$ cat src/design/awc_pkg.sv
// Shared constants, types and state codes of the ADC window averager.
`default_nettype none

package awc_pkg;

    localparam int CHANNELS   = 11;
    localparam int WINDOW     = 10;
    localparam int HALF_SCALE = 2048;
    localparam int MAX_SCALE  = 4095;

    localparam int SMP_W  = 12;
    localparam int CH_W   = 4;
    localparam int PIDX_W = 2;
    localparam int FS_W   = 14;
    localparam int NORM_W = 15;

    localparam logic [FS_W-1:0] FS_RESET = 14'd10000;
    localparam int NORM_MAX = 16383;

    localparam int CH_IDX_W  = (CHANNELS > 1) ? $clog2(CHANNELS) : 1;
    localparam int POS_W     = (WINDOW > 1) ? $clog2(WINDOW) : 1;
    localparam int WIN_DEPTH = CHANNELS * WINDOW;
    localparam int WA_W      = (WIN_DEPTH > 1) ? $clog2(WIN_DEPTH) : 1;
    localparam int SUM_W     = $clog2((2**SMP_W - 1) * WINDOW + 1);

    // sum / WINDOW by reciprocal, one correction step afterwards
    localparam logic [SUM_W:0] AVG_RECIP = (SUM_W+1)'((2**SUM_W) / WINDOW);

    // calibration divider: quotient never exceeds HALF_SCALE
    localparam int QUO_W  = $clog2(HALF_SCALE + 1);
    localparam int DNUM_W = SMP_W + QUO_W;
    localparam int QCNT_W = $clog2(QUO_W + 1);

    // normalize: magnitude * full_scale / HALF_SCALE by reciprocal
    localparam int NP_W = SMP_W + FS_W;
    localparam logic [NP_W-1:0] NORM_RECIP = NP_W'((2**NP_W) / HALF_SCALE);

    localparam logic ACT_SAMPLE    = 1'b0;
    localparam logic ACT_CAL_WRITE = 1'b1;

    localparam logic [PIDX_W-1:0] PT_LO   = 2'd0;
    localparam logic [PIDX_W-1:0] PT_MID  = 2'd1;
    localparam logic [PIDX_W-1:0] PT_HI   = 2'd2;
    localparam logic [PIDX_W-1:0] PT_NONE = 2'd3;

    typedef enum logic [3:0] {
        ST_CLEAR,
        ST_IDLE,
        ST_CH_RD,
        ST_WIN_RD,
        ST_AVG_MUL,
        ST_AVG_FIX,
        ST_CAL,
        ST_DIV,
        ST_NRM_MUL,
        ST_NRM_RCP,
        ST_NRM_FIX,
        ST_EMIT
    } awc_state_t;

    typedef struct packed {
        logic [POS_W-1:0] pos;
        logic             analog;
        logic [SMP_W-1:0] pt_lo;
        logic [SMP_W-1:0] pt_mid;
        logic [SMP_W-1:0] pt_hi;
        logic [SUM_W-1:0] sum;
    } chan_entry_t;

    typedef struct packed {
        logic             en;
        logic [WA_W-1:0]  addr;
        logic [SMP_W-1:0] data;
    } win_wr_t;

    typedef struct packed {
        logic                en;
        logic [CH_IDX_W-1:0] addr;
        chan_entry_t         data;
    } chan_wr_t;

endpackage

`default_nettype wire

$ cat src/design/awc_ifs.sv
// Item and result channel interfaces of the ADC window averager.
`default_nettype none

interface awc_item_if import awc_pkg::*; ();
    logic              valid;
    logic              ready;
    logic              action;
    logic [CH_W-1:0]   channel;
    logic [SMP_W-1:0]  sample;
    logic [PIDX_W-1:0] point_index;
    logic [SMP_W-1:0]  point_value;
    logic              analog_enable;

    modport source (
        output valid, action, channel, sample, point_index, point_value, analog_enable,
        input  ready
    );
    modport sink (
        input  valid, action, channel, sample, point_index, point_value, analog_enable,
        output ready
    );
endinterface

interface awc_result_if import awc_pkg::*; ();
    logic                     valid;
    logic                     ready;
    logic [CH_W-1:0]          out_channel;
    logic [SMP_W-1:0]         raw_average;
    logic [SMP_W-1:0]         calibrated;
    logic signed [NORM_W-1:0] normalized;
    logic                     is_analog;

    modport source (
        output valid, out_channel, raw_average, calibrated, normalized, is_analog,
        input  ready
    );
    modport sink (
        input  valid, out_channel, raw_average, calibrated, normalized, is_analog,
        output ready
    );
endinterface

`default_nettype wire

$ cat src/design/awc_store.sv
// Window sample memory and per-channel state memory, registered reads.
`default_nettype none

module awc_store import awc_pkg::*; (
    input  wire logic                clk,
    input  wire win_wr_t             win_wr,
    input  wire logic [WA_W-1:0]     win_raddr,
    output logic [SMP_W-1:0]         win_rdata,
    input  wire chan_wr_t            chan_wr,
    input  wire logic [CH_IDX_W-1:0] chan_raddr,
    output chan_entry_t              chan_rdata
);

    logic [SMP_W-1:0] win_mem [WIN_DEPTH];
    chan_entry_t      chan_mem [CHANNELS];

    always_ff @(posedge clk)
    begin
        if (win_wr.en)
        begin
            win_mem[win_wr.addr] <= win_wr.data;
        end
        win_rdata <= win_mem[win_raddr];
    end

    always_ff @(posedge clk)
    begin
        if (chan_wr.en)
        begin
            chan_mem[chan_wr.addr] <= chan_wr.data;
        end
        chan_rdata <= chan_mem[chan_raddr];
    end

endmodule

`default_nettype wire

$ cat src/design/awc_frac_div.sv
// Restoring divider, one quotient bit per cycle, for the calibration slope.
`default_nettype none

module awc_frac_div import awc_pkg::*; (
    input  wire logic              clk,
    input  wire logic              rst_n,
    input  wire logic              start,
    input  wire logic [DNUM_W-1:0] num,
    input  wire logic [SMP_W-1:0]  den,
    output logic                   done,
    output logic [QUO_W-1:0]       quot
);

    logic              busy_reg;
    logic              done_reg;
    logic [QCNT_W-1:0] cnt_reg;
    logic [SMP_W-1:0]  rem_reg;
    logic [QUO_W-1:0]  sh_reg;
    logic [SMP_W-1:0]  den_reg;

    logic [SMP_W:0]    trial;
    logic [SMP_W:0]    diff;
    logic              qbit;

    // remainder stays below den, so the upper numerator bits start it directly
    assign trial = {rem_reg, sh_reg[QUO_W-1]};
    assign diff  = trial - {1'b0, den_reg};
    assign qbit  = (trial >= {1'b0, den_reg});

    always_ff @(posedge clk or negedge rst_n)
    begin
        if (!rst_n)
        begin
            busy_reg <= 1'b0;
            done_reg <= 1'b0;
            cnt_reg  <= '0;
        end
        else
        begin
            done_reg <= 1'b0;
            if (start)
            begin
                busy_reg <= 1'b1;
                cnt_reg  <= QCNT_W'(QUO_W);
            end
            else if (busy_reg)
            begin
                cnt_reg <= cnt_reg - 1'b1;
                if (cnt_reg == QCNT_W'(1))
                begin
                    busy_reg <= 1'b0;
                    done_reg <= 1'b1;
                end
            end
        end
    end

    always_ff @(posedge clk)
    begin
        if (start)
        begin
            rem_reg <= num[DNUM_W-1:QUO_W];
            sh_reg  <= num[QUO_W-1:0];
            den_reg <= den;
        end
        else if (busy_reg)
        begin
            rem_reg <= qbit ? diff[SMP_W-1:0] : trial[SMP_W-1:0];
            sh_reg  <= {sh_reg[QUO_W-2:0], qbit};
        end
    end

    assign done = done_reg;
    assign quot = sh_reg;

endmodule

`default_nettype wire

$ cat src/design/adc_window_average_three_point_calibrate_top.sv
// Top level: per-channel window averager with three-point calibration.
//
//  port     | dir  | handshake     | contents
//  ---------+------+---------------+------------------------------------------
//  item     | in   | valid/ready   | sample or calibration-point write
//  result   | out  | valid/ready   | channel, average, calibrated, normalized
//  cfg_*    | in   | write enable  | full_scale
//
// One item at a time. Sample item: the channel entry and window slot are read, the
// window sum is updated and averaged; a plain channel then loads the result register,
// an analog one first calibrates (a fixed branch, or interpolation by the bit-serial
// slope divider) and normalizes. The sequencer returns to idle before the next accept.
// Calibration write: channel entry updated, no result. After reset a clearing pass
// zeroes both memories; no item is taken meanwhile. A pending result does not block
// intake; only the final load waits for the result register to empty.
`default_nettype none

module adc_window_average_three_point_calibrate_top import awc_pkg::*; (
    input  wire logic            clk,
    input  wire logic            rst_n,
    awc_item_if.sink             item,
    awc_result_if.source         result,
    input  wire logic            cfg_we,
    input  wire logic [FS_W-1:0] cfg_wdata
);

    awc_state_t state_reg, state_next;

    logic [WA_W-1:0]   clr_cnt_reg;
    logic [FS_W-1:0]   fs_reg;

    logic              act_reg;
    logic [CH_IDX_W-1:0] ch_reg;
    logic [SMP_W-1:0]  smp_reg;
    logic [PIDX_W-1:0] pidx_reg;
    logic [SMP_W-1:0]  pval_reg;
    logic              aen_reg;

    chan_entry_t       entry_reg;
    logic [WA_W-1:0]   waddr_reg;
    logic [SUM_W-1:0]  sum_reg;
    logic [SUM_W-1:0]  avg_q_reg;
    logic [SMP_W-1:0]  avg_reg;
    logic [SMP_W-1:0]  cal_reg;
    logic              upper_reg;
    logic              neg_reg;
    logic [NP_W-1:0]   np_reg;
    logic [NP_W-1:0]   nq_reg;
    logic [NORM_W-1:0] nrm_reg;

    logic                     out_valid_reg;
    logic [CH_W-1:0]          out_ch_reg;
    logic [SMP_W-1:0]         out_avg_reg;
    logic [SMP_W-1:0]         out_cal_reg;
    logic signed [NORM_W-1:0] out_nrm_reg;
    logic                     out_an_reg;

    // control
    logic                item_rdy;
    logic                item_take;
    logic                out_load;
    logic                div_start;
    win_wr_t             win_wr;
    chan_wr_t            chan_wr;
    logic [CH_IDX_W-1:0] chan_raddr;
    logic [WA_W-1:0]     win_addr_c;
    logic [SMP_W-1:0]    win_rdata;
    chan_entry_t         chan_rdata;
    chan_entry_t         cal_entry;

    // datapath
    logic [SUM_W-1:0]    sum_next;
    logic [POS_W-1:0]    pos_next;
    logic [2*SUM_W:0]    avg_prod;
    logic [SUM_W-1:0]    avg_qw;
    logic [SUM_W-1:0]    avg_rem;
    logic [SUM_W-1:0]    avg_next;

    logic                cal_direct;
    logic [SMP_W-1:0]    cal_val;
    logic                upper_c;
    logic [SMP_W-1:0]    dnum_d;
    logic [SMP_W-1:0]    dden;
    logic [DNUM_W-1:0]   div_num;
    logic                div_done;
    logic [QUO_W-1:0]    div_quot;
    logic [SMP_W:0]      cal_sum;
    logic [SMP_W-1:0]    cal_next;

    logic                neg_c;
    logic [SMP_W-1:0]    mag_c;
    logic [2*NP_W-1:0]   nrm_prod;
    logic [NP_W-1:0]     nrm_qh;
    logic [NP_W-1:0]     nrm_rem;
    logic [NP_W-1:0]     nrm_q;
    logic [NORM_W-1:0]   nrm_mag;
    logic [NORM_W-1:0]   nrm_next;

    awc_store u_store (
        .clk        (clk),
        .win_wr     (win_wr),
        .win_raddr  (win_addr_c),
        .win_rdata  (win_rdata),
        .chan_wr    (chan_wr),
        .chan_raddr (chan_raddr),
        .chan_rdata (chan_rdata)
    );

    awc_frac_div u_div (
        .clk   (clk),
        .rst_n (rst_n),
        .start (div_start),
        .num   (div_num),
        .den   (dden),
        .done  (div_done),
        .quot  (div_quot)
    );

    assign item_take  = item.valid && item_rdy;
    assign chan_raddr = item.channel[CH_IDX_W-1:0];
    assign win_addr_c = WA_W'(ch_reg) * WA_W'(WINDOW) + WA_W'(chan_rdata.pos);

    // ---------------- per-channel updates ----------------
    always_comb
    begin
        cal_entry        = chan_rdata;
        cal_entry.analog = aen_reg;
        case (pidx_reg)
            PT_LO:   cal_entry.pt_lo  = pval_reg;
            PT_MID:  cal_entry.pt_mid = pval_reg;
            PT_HI:   cal_entry.pt_hi  = pval_reg;
            default: cal_entry.analog = chan_rdata.analog;
        endcase
    end

    assign sum_next = entry_reg.sum - SUM_W'(win_rdata) + SUM_W'(smp_reg);
    assign pos_next = (entry_reg.pos == POS_W'(WINDOW - 1)) ? '0 : entry_reg.pos + 1'b1;

    // ---------------- average ----------------
    assign avg_prod = (2*SUM_W+1)'(sum_reg) * (2*SUM_W+1)'(AVG_RECIP);
    assign avg_qw   = SUM_W'(avg_q_reg * SUM_W'(WINDOW));
    assign avg_rem  = sum_reg - avg_qw;
    assign avg_next = (avg_rem >= SUM_W'(WINDOW)) ? avg_q_reg + 1'b1 : avg_q_reg;

    // ---------------- calibration branch ----------------
    always_comb
    begin
        cal_direct = 1'b1;
        cal_val    = '0;
        upper_c    = 1'b0;
        dnum_d     = avg_reg - entry_reg.pt_lo;
        dden       = entry_reg.pt_mid - entry_reg.pt_lo;
        if (avg_reg < entry_reg.pt_lo)
        begin
            cal_val = '0;
        end
        else if (avg_reg > entry_reg.pt_hi)
        begin
            cal_val = SMP_W'(MAX_SCALE);
        end
        else if (avg_reg == entry_reg.pt_mid)
        begin
            cal_val = SMP_W'(HALF_SCALE);
        end
        else if (avg_reg > entry_reg.pt_mid)
        begin
            cal_direct = 1'b0;
            upper_c    = 1'b1;
            dnum_d     = avg_reg - entry_reg.pt_mid;
            dden       = entry_reg.pt_hi - entry_reg.pt_mid;
        end
        else
        begin
            cal_direct = 1'b0;
        end
    end

    assign div_num  = DNUM_W'(dnum_d) * DNUM_W'(HALF_SCALE);
    assign cal_sum  = upper_reg ? (SMP_W+1)'(HALF_SCALE) + (SMP_W+1)'(div_quot)
                                : (SMP_W+1)'(div_quot);
    assign cal_next = (cal_sum > (SMP_W+1)'(MAX_SCALE)) ? SMP_W'(MAX_SCALE)
                                                        : cal_sum[SMP_W-1:0];

    // ---------------- normalize ----------------
    assign neg_c    = cal_reg < SMP_W'(HALF_SCALE);
    assign mag_c    = neg_c ? SMP_W'(HALF_SCALE) - cal_reg : cal_reg - SMP_W'(HALF_SCALE);
    assign nrm_prod = (2*NP_W)'(np_reg) * (2*NP_W)'(NORM_RECIP);
    assign nrm_qh   = NP_W'(nq_reg * NP_W'(HALF_SCALE));
    assign nrm_rem  = np_reg - nrm_qh;
    assign nrm_q    = (nrm_rem >= NP_W'(HALF_SCALE)) ? nq_reg + 1'b1 : nq_reg;
    assign nrm_mag  = (nrm_q > NP_W'(NORM_MAX)) ? NORM_W'(NORM_MAX) : NORM_W'(nrm_q);
    assign nrm_next = neg_reg ? ~nrm_mag + 1'b1 : nrm_mag;

    // ---------------- sequencer ----------------
    always_ff @(posedge clk or negedge rst_n)
    begin
        if (!rst_n)
        begin
            state_reg   <= ST_CLEAR;
            clr_cnt_reg <= '0;
        end
        else
        begin
            state_reg <= state_next;
            if (state_reg == ST_CLEAR)
            begin
                clr_cnt_reg <= clr_cnt_reg + 1'b1;
            end
        end
    end

    always_comb
    begin
        state_next = state_reg;
        item_rdy   = 1'b0;
        out_load   = 1'b0;
        div_start  = 1'b0;
        win_wr     = '0;
        chan_wr    = '0;
        case (state_reg)
            ST_CLEAR:
            begin
                win_wr.en   = 1'b1;
                win_wr.addr = clr_cnt_reg;
                if ({1'b0, clr_cnt_reg} < (WA_W+1)'(CHANNELS))
                begin
                    chan_wr.en   = 1'b1;
                    chan_wr.addr = clr_cnt_reg[CH_IDX_W-1:0];
                end
                if (clr_cnt_reg == WA_W'(WIN_DEPTH - 1))
                begin
                    state_next = ST_IDLE;
                end
            end
            ST_IDLE:
            begin
                item_rdy = 1'b1;
                // out-of-range channels and calibration writes to point index three are dropped here
                if (item.valid && ({1'b0, item.channel} < (CH_W+1)'(CHANNELS))
                    && !(item.action == ACT_CAL_WRITE && item.point_index == PT_NONE))
                begin
                    state_next = ST_CH_RD;
                end
            end
            ST_CH_RD:
            begin
                if (act_reg == ACT_CAL_WRITE)
                begin
                    chan_wr.en   = 1'b1;
                    chan_wr.addr = ch_reg;
                    chan_wr.data = cal_entry;
                    state_next   = ST_IDLE;
                end
                else
                begin
                    state_next = ST_WIN_RD;
                end
            end
            ST_WIN_RD:
            begin
                win_wr.en         = 1'b1;
                win_wr.addr       = waddr_reg;
                win_wr.data       = smp_reg;
                chan_wr.en        = 1'b1;
                chan_wr.addr      = ch_reg;
                chan_wr.data      = entry_reg;
                chan_wr.data.pos  = pos_next;
                chan_wr.data.sum  = sum_next;
                state_next        = ST_AVG_MUL;
            end
            ST_AVG_MUL:
            begin
                state_next = ST_AVG_FIX;
            end
            ST_AVG_FIX:
            begin
                state_next = entry_reg.analog ? ST_CAL : ST_EMIT;
            end
            ST_CAL:
            begin
                if (cal_direct)
                begin
                    state_next = ST_NRM_MUL;
                end
                else
                begin
                    div_start  = 1'b1;
                    state_next = ST_DIV;
                end
            end
            ST_DIV:
            begin
                if (div_done)
                begin
                    state_next = ST_NRM_MUL;
                end
            end
            ST_NRM_MUL:
            begin
                state_next = ST_NRM_RCP;
            end
            ST_NRM_RCP:
            begin
                state_next = ST_NRM_FIX;
            end
            ST_NRM_FIX:
            begin
                state_next = ST_EMIT;
            end
            ST_EMIT:
            begin
                if (!out_valid_reg || result.ready)
                begin
                    out_load   = 1'b1;
                    state_next = ST_IDLE;
                end
            end
            default:
            begin
                state_next = ST_IDLE;
            end
        endcase
    end

    // ---------------- datapath registers ----------------
    always_ff @(posedge clk)
    begin
        case (state_reg)
            ST_IDLE:
            begin
                if (item_take)
                begin
                    act_reg  <= item.action;
                    ch_reg   <= item.channel[CH_IDX_W-1:0];
                    smp_reg  <= item.sample;
                    pidx_reg <= item.point_index;
                    pval_reg <= item.point_value;
                    aen_reg  <= item.analog_enable;
                end
            end
            ST_CH_RD:
            begin
                entry_reg <= chan_rdata;
                waddr_reg <= win_addr_c;
            end
            ST_WIN_RD:
            begin
                sum_reg <= sum_next;
            end
            ST_AVG_MUL:
            begin
                avg_q_reg <= avg_prod[2*SUM_W-1:SUM_W];
            end
            ST_AVG_FIX:
            begin
                avg_reg <= avg_next[SMP_W-1:0];
                cal_reg <= '0;
                nrm_reg <= '0;
            end
            ST_CAL:
            begin
                cal_reg   <= cal_val;
                upper_reg <= upper_c;
            end
            ST_DIV:
            begin
                if (div_done)
                begin
                    cal_reg <= cal_next;
                end
            end
            ST_NRM_MUL:
            begin
                np_reg  <= NP_W'(mag_c) * NP_W'(fs_reg);
                neg_reg <= neg_c;
            end
            ST_NRM_RCP:
            begin
                nq_reg <= nrm_prod[2*NP_W-1:NP_W];
            end
            ST_NRM_FIX:
            begin
                nrm_reg <= nrm_next;
            end
            default:
            begin
            end
        endcase
    end

    // ---------------- configuration ----------------
    always_ff @(posedge clk or negedge rst_n)
    begin
        if (!rst_n)
        begin
            fs_reg <= FS_RESET;
        end
        else if (cfg_we)
        begin
            fs_reg <= cfg_wdata;
        end
    end

    // ---------------- result register ----------------
    always_ff @(posedge clk or negedge rst_n)
    begin
        if (!rst_n)
        begin
            out_valid_reg <= 1'b0;
        end
        else if (out_load)
        begin
            out_valid_reg <= 1'b1;
        end
        else if (result.ready)
        begin
            out_valid_reg <= 1'b0;
        end
    end

    always_ff @(posedge clk)
    begin
        if (out_load)
        begin
            out_ch_reg  <= CH_W'(ch_reg);
            out_avg_reg <= avg_reg;
            out_cal_reg <= cal_reg;
            out_nrm_reg <= $signed(nrm_reg);
            out_an_reg  <= entry_reg.analog;
        end
    end

    assign item.ready         = item_rdy;
    assign result.valid       = out_valid_reg;
    assign result.out_channel = out_ch_reg;
    assign result.raw_average = out_avg_reg;
    assign result.calibrated  = out_cal_reg;
    assign result.normalized  = out_nrm_reg;
    assign result.is_analog   = out_an_reg;

endmodule

`default_nettype wire

$ cat src/flat_wrapper.sv
// flat-port wrapper written by rule: the top's interface ports become plain ports
module adc_window_average_three_point_calibrate_top_flat import awc_pkg::*;
  (clk, rst_n, cfg_we, cfg_wdata, item_valid, item_action, item_channel, item_sample, item_point_index, item_point_value, item_analog_enable, item_ready, result_valid, result_out_channel, result_raw_average, result_calibrated, result_normalized, result_is_analog, result_ready);
  awc_item_if item_i ();
  awc_result_if result_i ();
  input  wire logic clk;
  input  wire logic rst_n;
  input  wire logic cfg_we;
  input  wire logic [FS_W-1:0] cfg_wdata;
  input wire logic [$bits(item_i.valid)-1:0] item_valid;
  input wire logic [$bits(item_i.action)-1:0] item_action;
  input wire logic [$bits(item_i.channel)-1:0] item_channel;
  input wire logic [$bits(item_i.sample)-1:0] item_sample;
  input wire logic [$bits(item_i.point_index)-1:0] item_point_index;
  input wire logic [$bits(item_i.point_value)-1:0] item_point_value;
  input wire logic [$bits(item_i.analog_enable)-1:0] item_analog_enable;
  output wire logic [$bits(item_i.ready)-1:0] item_ready;
  output wire logic [$bits(result_i.valid)-1:0] result_valid;
  output wire logic [$bits(result_i.out_channel)-1:0] result_out_channel;
  output wire logic [$bits(result_i.raw_average)-1:0] result_raw_average;
  output wire logic [$bits(result_i.calibrated)-1:0] result_calibrated;
  output wire logic [$bits(result_i.normalized)-1:0] result_normalized;
  output wire logic [$bits(result_i.is_analog)-1:0] result_is_analog;
  input wire logic [$bits(result_i.ready)-1:0] result_ready;
  assign item_i.valid = item_valid;
  assign item_i.action = item_action;
  assign item_i.channel = item_channel;
  assign item_i.sample = item_sample;
  assign item_i.point_index = item_point_index;
  assign item_i.point_value = item_point_value;
  assign item_i.analog_enable = item_analog_enable;
  assign item_ready = item_i.ready;
  assign result_valid = result_i.valid;
  assign result_out_channel = result_i.out_channel;
  assign result_raw_average = result_i.raw_average;
  assign result_calibrated = result_i.calibrated;
  assign result_normalized = result_i.normalized;
  assign result_is_analog = result_i.is_analog;
  assign result_i.ready = result_ready;
  adc_window_average_three_point_calibrate_top u_core (.clk(clk), .rst_n(rst_n), .item(item_i), .result(result_i), .cfg_we(cfg_we), .cfg_wdata(cfg_wdata));
endmodule
$ cat config.mk
export PLATFORM = sky130hd
export DESIGN_NAME = adc_window_average_three_point_calibrate_top_flat
export DESIGN_NICKNAME = d
export VERILOG_FILES = /design/src/design/awc_pkg.sv /design/src/design/awc_ifs.sv /design/src/design/awc_store.sv /design/src/design/awc_frac_div.sv /design/src/design/adc_window_average_three_point_calibrate_top.sv /design/src/flat_wrapper.sv
export SDC_FILE = /design/constraint.sdc
export NUM_CORES = 2
export LEC_CHECK = 0
export BUFFER_PORTS_ARGS = -buffer_cell sky130_fd_sc_hd__buf_2
export CORE_UTILIZATION = 45
export CTS_CLUSTER_DIAMETER = 200
export DETAILED_ROUTE_END_ITERATION = 10
export SLEW_MARGIN = 20
export SYNTH_ARGS = -nofsm -noshare
export SYNTH_HDL_FRONTEND = slang
export SYNTH_SLANG_ARGS = --single-unit
$ cat constraint.sdc
create_clock -name clk -period 11.5 [get_ports clk]
set_input_delay 0.575 -clock clk [delete_from_list [all_inputs] [get_ports clk]]
set_output_delay 0.575 -clock clk [all_outputs]
set_load 0.02 [all_outputs]
## Word level (Yosys, flattened, before mapping)

Memories as Yosys holds them, arrays and structs flattened. A register that Yosys moved wholly into a read port is not among the register bits.
Index checks and enable logic that the tools add are counted.

- Register bits after elaboration: 319
- Bits in writable memories: 1947
- Input bits: 51
- Output and inout bits: 46
- Memories: 2

- Add/sub/neg operators: 19
- Multipliers: 4
- Magnitude comparators: 11
- Equal/unequal tests: 22
- Multiplexer cells: 68
- Bitwise logic cells: 1
- Reductions and logical operators: 18

Memory list:

| memory | depth | width | rd ports | clocked after Yosys merged registers in | write ports | RTL line | source |
|---|---|---|---|---|---|---|---|
| u_core.u_store.win_mem | 110 | 12 | 1 | 1 | 1 | awc_store.sv:14 | `logic [SMP_W-1:0] win_mem [WIN_DEPTH];` |
| u_core.u_store.chan_mem | 11 | 57 | 1 | 1 | 1 | awc_store.sv:15 | `chan_entry_t chan_mem [CHANNELS];` |

Operators by type and width:

| cell | number |
|---|---|
| $mux 12 | 22 |
| $pmux 57 s2 | 1 |
| $mux 62 | 1 |
| $sub 12x12->12 | 5 |
| $pmux 4 s12 | 1 |
| $mux 4 | 9 |
| $pmux 12 s3 | 1 |
| $mux 15 | 2 |
| $pmux 15 s2 | 1 |
| $mul 16x13->29 const B | 1 |
| $ge 26x12->1 const B | 1 |
| $gt 26x14->1 const B | 1 |
| $mul 12x14->26 | 1 |
| $mux 26 | 1 |
| $sub 26x26->26 | 1 |
| $gt 12x12->1 | 2 |
| $mux 1 | 22 |
| $mux 11 | 2 |
| $eq 4x4->1 const B | 5 |
| $add 15x1->16 const B | 1 |
| $add 16x12->16 | 1 |
| $eq 4x3->1 const B | 4 |
| $ge 16x4->1 const B | 1 |
| $pmux 8 s2 | 1 |
| 42 further kinds | 55 |

## Longest topological paths before layout

- Word-level depth: 9
- Gate-level depth with buffers: 32

## Modules after synthesis

Synthesis repeated with hierarchy kept, for this count alone.

- Cells, all modules: 6030
- Area total of the unflattened synthesis: 104074.8 um^2

By module, submodules not included:

| module | instances | cells each | area an instance (um^2) |
|---|---|---|---|
| awc_store | 1 | 3123 | 75777.7 |
| adc_window_average_three_point_calibrate_top | 1 | 2688 | 25831.0 |
| awc_frac_div | 1 | 219 | 2466.1 |

## Worst setup path after synthesis

Ideal clock, no wire load.

- Path type: reg-to-reg
- Start: reg u_core.state_reg[0]
- End: mem u_core.u_store.chan_mem[3][0] in the netlist's numbering (enable)
- Library setup time: 0.472 ns
- Data arrival time: 8.383 ns
- Required time: 11.028 ns
- Path slack: 2.645 ns
- Cell stages (with the launch flop): 9
- Path buffers: 0
- Cells stage by stage: dfrtp_1 -> nand2b_1 -> nor3_1 -> nand2_1 -> nand2_1 -> nand2_1 -> o22ai_1 -> a32oi_1 -> nor2_1

- Word-level cells in the longest chain between the ends: 4

Ends and longest elaborated chain:

| item | RTL line | source |
|---|---|---|
| start: declaration | adc_window_average_three_point_calibrate_top.sv:27 | `awc_state_t state_reg, state_next;` |
| start signal: assignment | adc_window_average_three_point_calibrate_top.sv:204 | `state_reg <= state_next;` |
| $eq 4x2->1 / $logic_not 4->1 (equally long branches) | adc_window_average_three_point_calibrate_top.sv:220 | `case (state_reg)` |
| $pmux 5 s3 * | adc_window_average_three_point_calibrate_top.sv:220 |  |
| $mux 1 | awc_store.sv:28 | `if (chan_wr.en)` |
| $mux 1 (implied by the code) | awc_store.sv:30 | `chan_mem[chan_wr.addr] <= chan_wr.data;` |
| end: declaration | awc_store.sv:15 |  |

Every way passes the cells marked *; elsewhere a longest branch is shown, timed or not.

## Worst setup path in the final report

- Start: reg u_core.cal_reg[0]
- End: reg u_core.np_reg[25] (data pin)

- Word-level cells in the longest chain between the ends: 3

Ends and longest elaborated chain:

| item | RTL line | source |
|---|---|---|
| start: declaration | adc_window_average_three_point_calibrate_top.sv:44 | `logic [SMP_W-1:0] cal_reg;` |
| start signal: assignment | adc_window_average_three_point_calibrate_top.sv:362 | `cal_reg <= cal_val;` |
| start signal: assignment | adc_window_average_three_point_calibrate_top.sv:369 | `cal_reg <= cal_next;` |
| $sub 12x12->12 / $lt 12x12->1 (equally long branches) | adc_window_average_three_point_calibrate_top.sv:186, adc_window_average_three_point_calibrate_top.sv:185 |  |
| $mux 12 * | adc_window_average_three_point_calibrate_top.sv:186 | `assign mag_c = neg_c ? SMP_W'(HALF_SCALE) - cal_reg : cal_reg - SMP_W'(HALF_SCALE);` |
| $mul 12x14->26 * | adc_window_average_three_point_calibrate_top.sv:374 | `np_reg <= NP_W'(mag_c) * NP_W'(fs_reg);` |
| end signal: assignment | adc_window_average_three_point_calibrate_top.sv:374 |  |
| end: declaration | adc_window_average_three_point_calibrate_top.sv:47 | `logic [NP_W-1:0] np_reg;` |

Marks and branches as above.
A chain may end at the register's enable or synchronous reset.

==> results.txt <==
The flow ran to the end, and the final reports show no timing, DRC or antenna violations. The number of cells on the worst reg-to-reg path works out to 29. The post-synthesis instance area is 104000 um2, and the overall die area is 232000 um2. In this run the vertical extent of the chip is 482 um. Cells with a size suffix above 1 make up 18.9% of the layout. In this run the deepest clock path goes through 3 buffers. The area share of the leading cell type in the synthesized netlist came out at 64.1%. The path type of the worst min-delay path is primary input to flop.

In the post-synthesis netlist, the biggest area contributors are sky130_fd_sc_hd__edfxtp_1 (64%), sky130_fd_sc_hd__mux4_2 (11%), sky130_fd_sc_hd__fa_1 (3.8%). Across the routed clock network, the largest skew measured is 0.0637 ns. TritonCTS built the clock tree. The x dimension of the die was 482 um; the Yosys warning count was 0. At the worst endpoint, the arrival time is 8.18 ns. The tools report the number of non-filler instances in the completed layout as 9726. After clock tree synthesis, the clock-pin slew on the worst setup and hold paths is 0.06 ns. The shortest period the worst path allows was 7.56 ns; the final net count was 7083. The total count of max-transition violations in the final report came out at 0. Total core area: 228000 um2. The data required time at the worst endpoint was 12.12 ns. The highest clock rate came out at 132 MHz.

For the sink count of the clock tree, the log shows 2323. At the pin with the least slew margin, the transition time is 1.13 ns. Of the available clock period, the critical path in the final layout requires 65.7%. The end of the worst register-to-register path was u_core.np_reg[25]. The tools report the number of search-and-repair iterations in the first detailed-routing pass as 5. The run gives 0.000546 V as the worst ir drop on vdd. Count of unique library cells instantiated by Yosys: 88. Of all flip-flops after synthesis, the portion carrying an async set or reset was 1.38%. The flip-flop count of the largest register, all copies and words added was 1320; the maximum single-stage delay on the critical path was 0.65 ns. After synthesis, flip-flops and latches occupy 66.4% of the total area.

After synthesis, the mean cell area works out to 16.6 um2. In this run, post-CTS hold repair placed 43 buffers. Element type at the critical path start: a flop. The tools report the global-route congestion overflow total as 0.

After detailed routing, the number of remaining DRC violations is 0. Entering global routing, the biggest net connects 134 pins. The number of failing hold endpoints at the final stage is 0.

The buffer type at the clock tree root is sky130_fd_sc_hd__clkbuf_16. At the end of routability-driven placement, the weighted congestion stood at 0.872. Net count after synthesis: 6803.

The primary flip-flop cell chosen by synthesis mapping is sky130_fd_sc_hd__edfxtp_1. The post-detailed-routing wire length was 250 mm; the average wire per cell in the routed design was 25.7 um. For the starting density of the core, the log shows 45.4%.

The largest registers in the layout are u_core.u_store.win_mem: 1320 flops, u_core.u_store.chan_mem: 627 flops, u_core.u_store.chan_rdata: 57 flops. The number of input and output port buffers inserted was 96. The detailed router's first-iteration violation count is 5316.

The final-layout fill cell count was 18.6k. For this run, the total global-route usage over all layers was measured as 21.8%. Worst-path maximum fanout: 16. sky130_fd_sc_hd__edfxtp_1 takes more of the synthesized area than any other cell.

The logs give 6235 for the synthesized instance count and 9245 for the number of instances in the placed design. The number of global-route vias before repair is 55.8k. The most critical setup path has its endpoint at u_core.np_reg[25].

STA classifies the critical path endpoint as a flop. Setup repair after global routing left no endpoint under its margin. The worst setup path is of the flop to flop kind.

The number of buffers added by the clock tree synthesis step is 232. In this run the tightest slew margin relative to its limit is 24.3%. For the number of endpoints failing setup at the final stage, the log shows 0. Register with the most flip-flops: u_core.u_store.win_mem. The first global-routing pass estimated 371 mm of wire.

For the setup fix buffers added after clock tree synthesis, the log shows 0. The run gives 41.2 nW as the leakage dissipation. The number of vias per cell after detailed routing was 5.69. After routing, the total negative slack on setup checks comes to 0 ns. Areal power density over the cells: 304 nW/um2. The start of the worst register-to-register path is u_core.cal_reg[0].

The routed layout has 55.3k vias. The slowest stage of the critical path is the sky130_fd_sc_hd__edfxtp_1 cell. The worst-skew pair later-pin latency is 0.88 ns, and the maximum level of the CTS H-tree is 4. In this run the count of I/O pins placed on the die edge is 97.

Initial antenna violation count: 8. Count of flip-flops with a built-in enable after synthesis: 2210. The startpoint of the most critical setup path is u_core.cal_reg[0].

The floorplan has 175 rows. The tool flagged a number of max-cap violations equal to 0. In this run, post-CTS repair resized a total of 0 instances. The layout overhead on the synthesized area works out to 12.7%. The run gives 0 as the number of antenna-violating nets in the routed design. The HPWL reported at the end of detailed placement was 156 mm. Across all register-to-register paths, the minimum setup slack is 3.94 ns. The synthesized flop and latch total came out at 2323.
-- cells by family (layout without fill, tap and decap cells) --
logic type	after synthesis	count (layout)	share of synthesized area, %
DFF	2323	2323	66.4
and+or+nand+nor	1204	1204	5.23
buffers and inverters	689	1169	2.55
AOI/OAI and AO/OA	643	643	3.67
adders and majority gates	517	517	7.69
xor gates and xnor gates	142	142	1.20
other	0	2	0
muxes	717	717	13.3
-- worst min-delay path by stage --
stage                       start                            to  slack (ns)  cells after the start
2_1_floorplan               rst_n         u_core.clr_cnt_reg[0]        0.28                      0
3_3_place_gp   u_core.nrm_reg[13]  u_core.result.normalized[13]        0.41                      0
3_5_place_dp   u_core.nrm_reg[12]  u_core.result.normalized[12]        0.41                      0
4_1_cts              result_ready           u_core.state_reg[1]        0.12                      4
5_1_grt              result_ready           u_core.result.valid        0.15                      3
6_report             result_ready           u_core.result.valid        0.17                      3
-- per-layer routing --
metal  vias up  track usage [%]  routed length (um)
met2      1812             32.5              112000
li1      24300                -                   -
met5         -                0                  13
met4         2             6.48                6940
met3       327             3.40               16800
met1     28900             32.9              114000
-- per-stage QoR --
stage | setup slack [ns] | hold WS (ns) | area, um2 | utilization [%] | total power, W
CTS | 3.65 | 0.118 | 117000 | 51.1 | 0.0359
global route | 3.35 | 0.153 | 117000 | 51.2 | 0.0381
floorplan | 2.64 | 0.279 | 104000 | - | 0.0231
detailed placement | 3.71 | 0.405 | 109000 | 47.6 | 0.0282
finish | 3.94 | 0.172 | 117000 | 51.2 | 0.0355
global placement | 3.66 | 0.405 | 108000 | 47.5 | 0.0279
-- critical path: cells and delay by family (launching register included) --
| family | cells | cell delay (ns) |
|---|---|---|
| fa+ha+maj | 7 | 3.01 |
| simple gates | 5 | 0.90 |
| compound gates | 9 | 1.90 |
| xor+xnor | 2 | 0.30 |
| buf+inv | 6 | 0.53 |
| flops | 1 | 0.65 |
-- cell type report --
class                      count  area (um2)  area share [%]
antenna                        2        5.00         0.00429
clock buffer                 291        6220            5.33
clock inverter               143        1430            1.23
inverter                     425        1600            1.37
multi-input combinational   3223       32600            27.9
sequential                  2323       68800            58.9
tap                         3009        3760            3.23
timing repair buffer         310        2350            2.01
-- synth_stat cells (7+ instances only) --
library cell and n:
sky130_fd_sc_hd__nand2_1 485, sky130_fd_sc_hd__a2111oi_0 7, sky130_fd_sc_hd__or3_1 14, sky130_fd_sc_hd__nor2_1 340
sky130_fd_sc_hd__o21bai_1 7, sky130_fd_sc_hd__nand3b_1 7, sky130_fd_sc_hd__mux2i_1 165, sky130_fd_sc_hd__clkbuf_1 188
sky130_fd_sc_hd__a211oi_1 8, sky130_fd_sc_hd__nor4_1 9, sky130_fd_sc_hd__fa_1 199, sky130_fd_sc_hd__xnor2_1 93
sky130_fd_sc_hd__nand2b_1 45, sky130_fd_sc_hd__a31oi_1 16, sky130_fd_sc_hd__a21oi_1 197, sky130_fd_sc_hd__and3_1 18
sky130_fd_sc_hd__or2_2 8, sky130_fd_sc_hd__mux4_2 522, sky130_fd_sc_hd__nor2b_1 29, sky130_fd_sc_hd__and2_1 71
sky130_fd_sc_hd__nor3_1 42, sky130_fd_sc_hd__inv_1 423, sky130_fd_sc_hd__mux2_2 30, sky130_fd_sc_hd__dfrtp_1 27
sky130_fd_sc_hd__a21boi_0 22, sky130_fd_sc_hd__edfxtp_1 2210, sky130_fd_sc_hd__a22o_1 18, sky130_fd_sc_hd__o211ai_1 11
sky130_fd_sc_hd__o31ai_1 14, sky130_fd_sc_hd__ha_1 318, sky130_fd_sc_hd__a21o_1 30, sky130_fd_sc_hd__o21ai_0 243
sky130_fd_sc_hd__nand3_1 80, sky130_fd_sc_hd__o21a_1 15, sky130_fd_sc_hd__xor2_1 49, sky130_fd_sc_hd__nand4_1 22
sky130_fd_sc_hd__buf_1 67, sky130_fd_sc_hd__o2111ai_1 8, sky130_fd_sc_hd__dfxtp_1 81
-- placed cells by master, fill, tap and decap left out, types with 70 or more instances in the layout --
| master | count |
|---|---|
| sky130_fd_sc_hd__a21oi_1 | 197 |
| sky130_fd_sc_hd__ha_1 | 317 |
| sky130_fd_sc_hd__mux2i_1 | 165 |
| sky130_fd_sc_hd__and2_1 | 70 |
| sky130_fd_sc_hd__o21ai_0 | 239 |
| sky130_fd_sc_hd__edfxtp_1 | 2210 |
| sky130_fd_sc_hd__buf_4 | 162 |
| sky130_fd_sc_hd__buf_2 | 91 |
| sky130_fd_sc_hd__mux4_2 | 522 |
| sky130_fd_sc_hd__inv_1 | 423 |
| sky130_fd_sc_hd__dfxtp_1 | 80 |
| sky130_fd_sc_hd__nand3_1 | 79 |
| sky130_fd_sc_hd__clkbuf_16 | 235 |
| sky130_fd_sc_hd__fa_1 | 198 |
| sky130_fd_sc_hd__nand2_1 | 485 |
| sky130_fd_sc_hd__xnor2_1 | 92 |
| sky130_fd_sc_hd__nor2_1 | 294 |
-- power breakdown --
group / switching, W / internal (W) / leakage [nW]
Combinational: 0.00976 / 0.00647 / 15.9
Clock: 0.00325 / 0.00431 / 3.72
Sequential: 0.000542 / 0.0112 / 21.5
Total: 0.0136 / 0.0220 / 41.2
No activity file was read; power rests on OpenSTA's default activity.
